<file path="config.mk">
export PLATFORM = sky130hd
export DESIGN_NAME = spt_ram
export DESIGN_NICKNAME = d
export VERILOG_FILES = /design/src/hdl/spt_ram.sv
export SDC_FILE = /design/constraint.sdc
export NUM_CORES = 1
export LEC_CHECK = 0
export ABC_CLOCK_PERIOD_IN_PS = 2300
export BUFFER_PORTS_ARGS = -buffer_cell sky130_fd_sc_hd__buf_2
export CAP_MARGIN = 30
export CORE_UTILIZATION = 55
export DETAILED_ROUTE_END_ITERATION = 12
export GPL_TIMING_DRIVEN = 1
export PLACE_DENSITY = 0.73
export SYNTH_ARGS = -nofsm -noshare
export SYNTH_HDL_FRONTEND = slang
export SYNTH_SLANG_ARGS = --single-unit
</file>
<file path="constraint.sdc">
create_clock -name clock -period 2.3 [get_ports clock]
set_clock_uncertainty 0.05 [all_clocks]
set_input_delay 0.23 -clock clock [delete_from_list [all_inputs] [get_ports clock]]
set_output_delay 0.23 -clock clock [all_outputs]
set_load 0.02 [all_outputs]
</file>
<file path="src/hdl/spt_ram.sv">
module spt_ram #(
   parameter int WIDTH = 8,
   parameter int DEPTH = 16
) (
   input  logic                                  clock,
   input  logic                                  wr_en,
   input  logic [(DEPTH > 1 ? $clog2(DEPTH) : 1)-1:0] wr_addr,
   input  logic [WIDTH-1:0]                      wr_data,
   input  logic [(DEPTH > 1 ? $clog2(DEPTH) : 1)-1:0] rd_addr,
   output logic [WIDTH-1:0]                      rd_data
);

   logic [WIDTH-1:0] mem [DEPTH];

   always_ff @(posedge clock) begin
      if (wr_en) begin
         mem[wr_addr] <= wr_data;
      end
      rd_data <= mem[rd_addr];
   end

endmodule

</file>
# Word-level counts from Yosys, hierarchy flattened
# Memory sizes are Yosys's and may differ from the RTL's. A register that Yosys moved wholly into a read port is not among the register bits.
# Cells that the tools add are included.
# Widths: inputs -> output; s select.
totals:
  mem_count: 1
  output_inout_bits: 8
  inputBits: 18
  mem_bits_rw: 128
  word_cells: 3
  register_bits: 0
op_classes:
  mux: 2
memory_table:
  columns: ["name", "depth", "width", "read_ports", "rd_ports_with_merged_regs", "write_ports", "line_no", "rtl"]
  rows:
  - ["mem", 16, 8, 1, 1, 1, "13", "logic [WIDTH-1:0] mem [DEPTH];"]
op_table:
  columns: ["op", "count"]
  rows:
  - ["$mux 1", 2]

# Longest topological paths before layout
logic_depth:
  depth_word: 2
  ltp_mapped: 5
  mapped_depth_nobuf: 3

# Worst setup path after synthesis
# Ideal clock, no wire load.
synth_path:
  path_kind: "input port to flip-flop"
  from: "input wr_addr[2] (netlist name)"
  to: "memory mem[0][0] (enable)"
  t_arrival_ps: 1340
  path_slack_ps: 527
  cell_stages: 2
  n_path_buf: 0
  cell_sequence: "or3b_2 -> nor3_1"
synth_rtl:
  columns: ["element", "line_no", "rtl"]
  rows:
  - ["from (decl)", "7", "input logic [(DEPTH > 1 ? $clog2(DEPTH) : 1)-1:0] wr_addr,"]
  - ["to (decl)", "13", null]
# No word-level cell before the write port.

==> results.ini <==
[status]
status=complete, no violations

[grt]
antenna_found_initial=0
grt_usage_pct=22.1
grt_first_pass_wirelength_um=15100
grt_max_degree=33
grt_pass1_vias=2535
gr-total-overflow=0

[cells_and_area]
layout.nets=300
finish.utilization_pct=68.5
nFillCells=549
final_area_mm2=0.00609
drive_gt1_share_pct=31.2
antenna_cells=0
synthToLayoutAreaGrowth_pct=18.4

[route]
wl_per_cell_um=23.9
drc_errors=0
ant_nets=0
vias_per_cell=6.17
routed.top_layer=met4
wl_um=9640
wl_met1_um=4200
num_vias=2486
dr.pass1.iters=4
wl_met3_um=555
drt-initial-drc-count=188
wl_met2_um=4740

[power_and_ir_drop]
power_density_mw_per_mm2=947
p_leak_nw=2.10
power.total_mw=5.77
ir_drop_v=0.000510

[sta]
post-route-min-period_ns=1.40
setup_violations=0
rsz0062_at_grt=false
maxSlewViolCount=0
finalCritPeriodShare_pct=60.8
finalSetupTns_ns=0
fmax_mhz=715
hold_violations=0
tightest_slew_ns=0.733
maxSlewHeadroom_pct=51.0

[place]
port_buffers=25
place_area_mm2=0.00549
gp_congestion=0.739
place_hpwl_um=5900

[critical_path]
critPathCaptureType=flip-flop
r2r-start=mem[5][1]
startpoint=mem[5][1]
regToRegSetupSlack_ns=0.90
r2r_cells=3
cp-start-kind=flip-flop
timing.rr.end=rd_data[1]
worstSetupEndpoint=rd_data[1]
cp.required_ns=2.63
crit_fanout=1
worstSetupPathType=reg2reg
worstPathArrival_ns=1.73

[yosys]
synth_warnings=0
syn_inst=229
yosysSeqAreaShare_pct=77.8
synth.distinct_cells=19
synth_area_mm2=0.00515
postSynthAreaPerCell_um2=22.5
synth_nets=247
ys_seq_elements=136

[clocking]
clk_pin_slew_ns=0.06
cts.hold.buffers_added=0
clock_path_buffers=2
cts-buffers-inserted=17
clock_latency_ns=0.50
cts_tree=yes
htree_levels=4
post_cts_buffers=0
cts.sinks=136
cts_resized=0
cts_root_buf=clkbuf_8

[die]
ioPinCount=26
start_util_pct=57.9
core_mm2=0.00889
dieHeight_um=98.7
die_w_um=98.7
std_cell_rows=34
die_area_mm2=0.00975

[worst_hold_path]
hold_path_class=in2reg

[job]
drv_cap=0

[cell families after synthesis]
family	share of synthesized area (%)
compound gates	2.33
simple gates	3.18
buf+inv	1.68
flops	77.8
mux	15.0
[critical path, stage by stage, from the launching register on]
cell      delay (ns)
edfxtp_1        0.36
mux4_1          0.54
a22oi_1         0.25
nand2_1         0.09
[report_power, final]
group / total (mW) / internal, mW / switching, mW
clock: 2.71 / 1.76 / 0.951
sequential: 2.79 / 2.77 / 0.0153
combinational: 0.273 / 0.111 / 0.162
total: 5.77 / 4.64 / 1.13
[worst min path at each step]
stage                           from    endpoint  slack [ns]  depth (start not counted)
after floorplan           wr_data[0]   mem[0][0]        0.28                          0
after global placement    wr_data[5]   mem[6][5]        0.56                          1
after detailed placement  wr_data[5]   mem[7][5]        0.58                          1
after CTS                 wr_data[4]  mem[13][4]        0.05                          1
after global routing      wr_data[3]   mem[7][3]        0.05                          1
final                     wr_data[4]  mem[13][4]        0.06                          1
[metrics by stage]
stage               hold WS, ns  setup WS [ns]  instances
finish                   0.0563          0.901        403
global route             0.0532          0.821        403
CTS                      0.0520          0.891        403
detailed placement        0.578          0.554        371
global placement          0.562          0.573        371
floorplan                 0.279          0.527        229
[layout by cell type, fill, tap and decap left out, drive strengths merged]
cell type / n
buf: 44
mux4: 32
and2: 1
nand3b: 2
dfxtp: 8
and2b: 1
nand2: 9
clkbuf: 20
edfxtp: 128
clkinvlp: 1
bufinv: 4
nand3: 1
a22oi: 16
nor3: 4
nand2b: 2
or3b: 1
clkinv: 7
nor2b: 1
nor2: 13
[state kept, by name, summed over array words and instances, names as in the netlist]
name	flops
mem	128
rd_data	8
[final cells by class]
type / instances / area (µm²) / area share (%)
clock buffers: 20 / 425 / 6.98
clock inverters: 12 / 178 / 2.92
multi-input cells: 83 / 1060 / 17.4
flip-flops and latches: 136 / 4000 / 65.7
well taps: 108 / 135 / 2.22
repair buffers: 44 / 293 / 4.81
[cells in the mapped netlist, drive strengths merged]
cell,n,area (µm²)
edfxtp,128,3840
mux4,32,773
a22oi,16,120
nor2,13,48.8
nand2,9,33.8
dfxtp,8,160
buf,7,56.3
nor3,4,20.0
clkdlybuf4s25,3,30.0
nand2b,2,12.5
nand3b,2,15.0
and2,1,6.26
and2b,1,7.51
nand3,1,5.00
nor2b,1,6.26
or3b,1,8.76
[per-layer routing]
| layer | GRT usage (%) | vias to the layer above |
|---|---|---|
| li1 | - | 1079 |
| met1 | 31.4 | 1303 |
| met2 | 34.0 | 91 |
| met3 | 5.96 | 13 |
| met4 | 7.23 | 0 |
| met5 | 0 | - |
No activity file was read; power rests on OpenSTA's default activity.
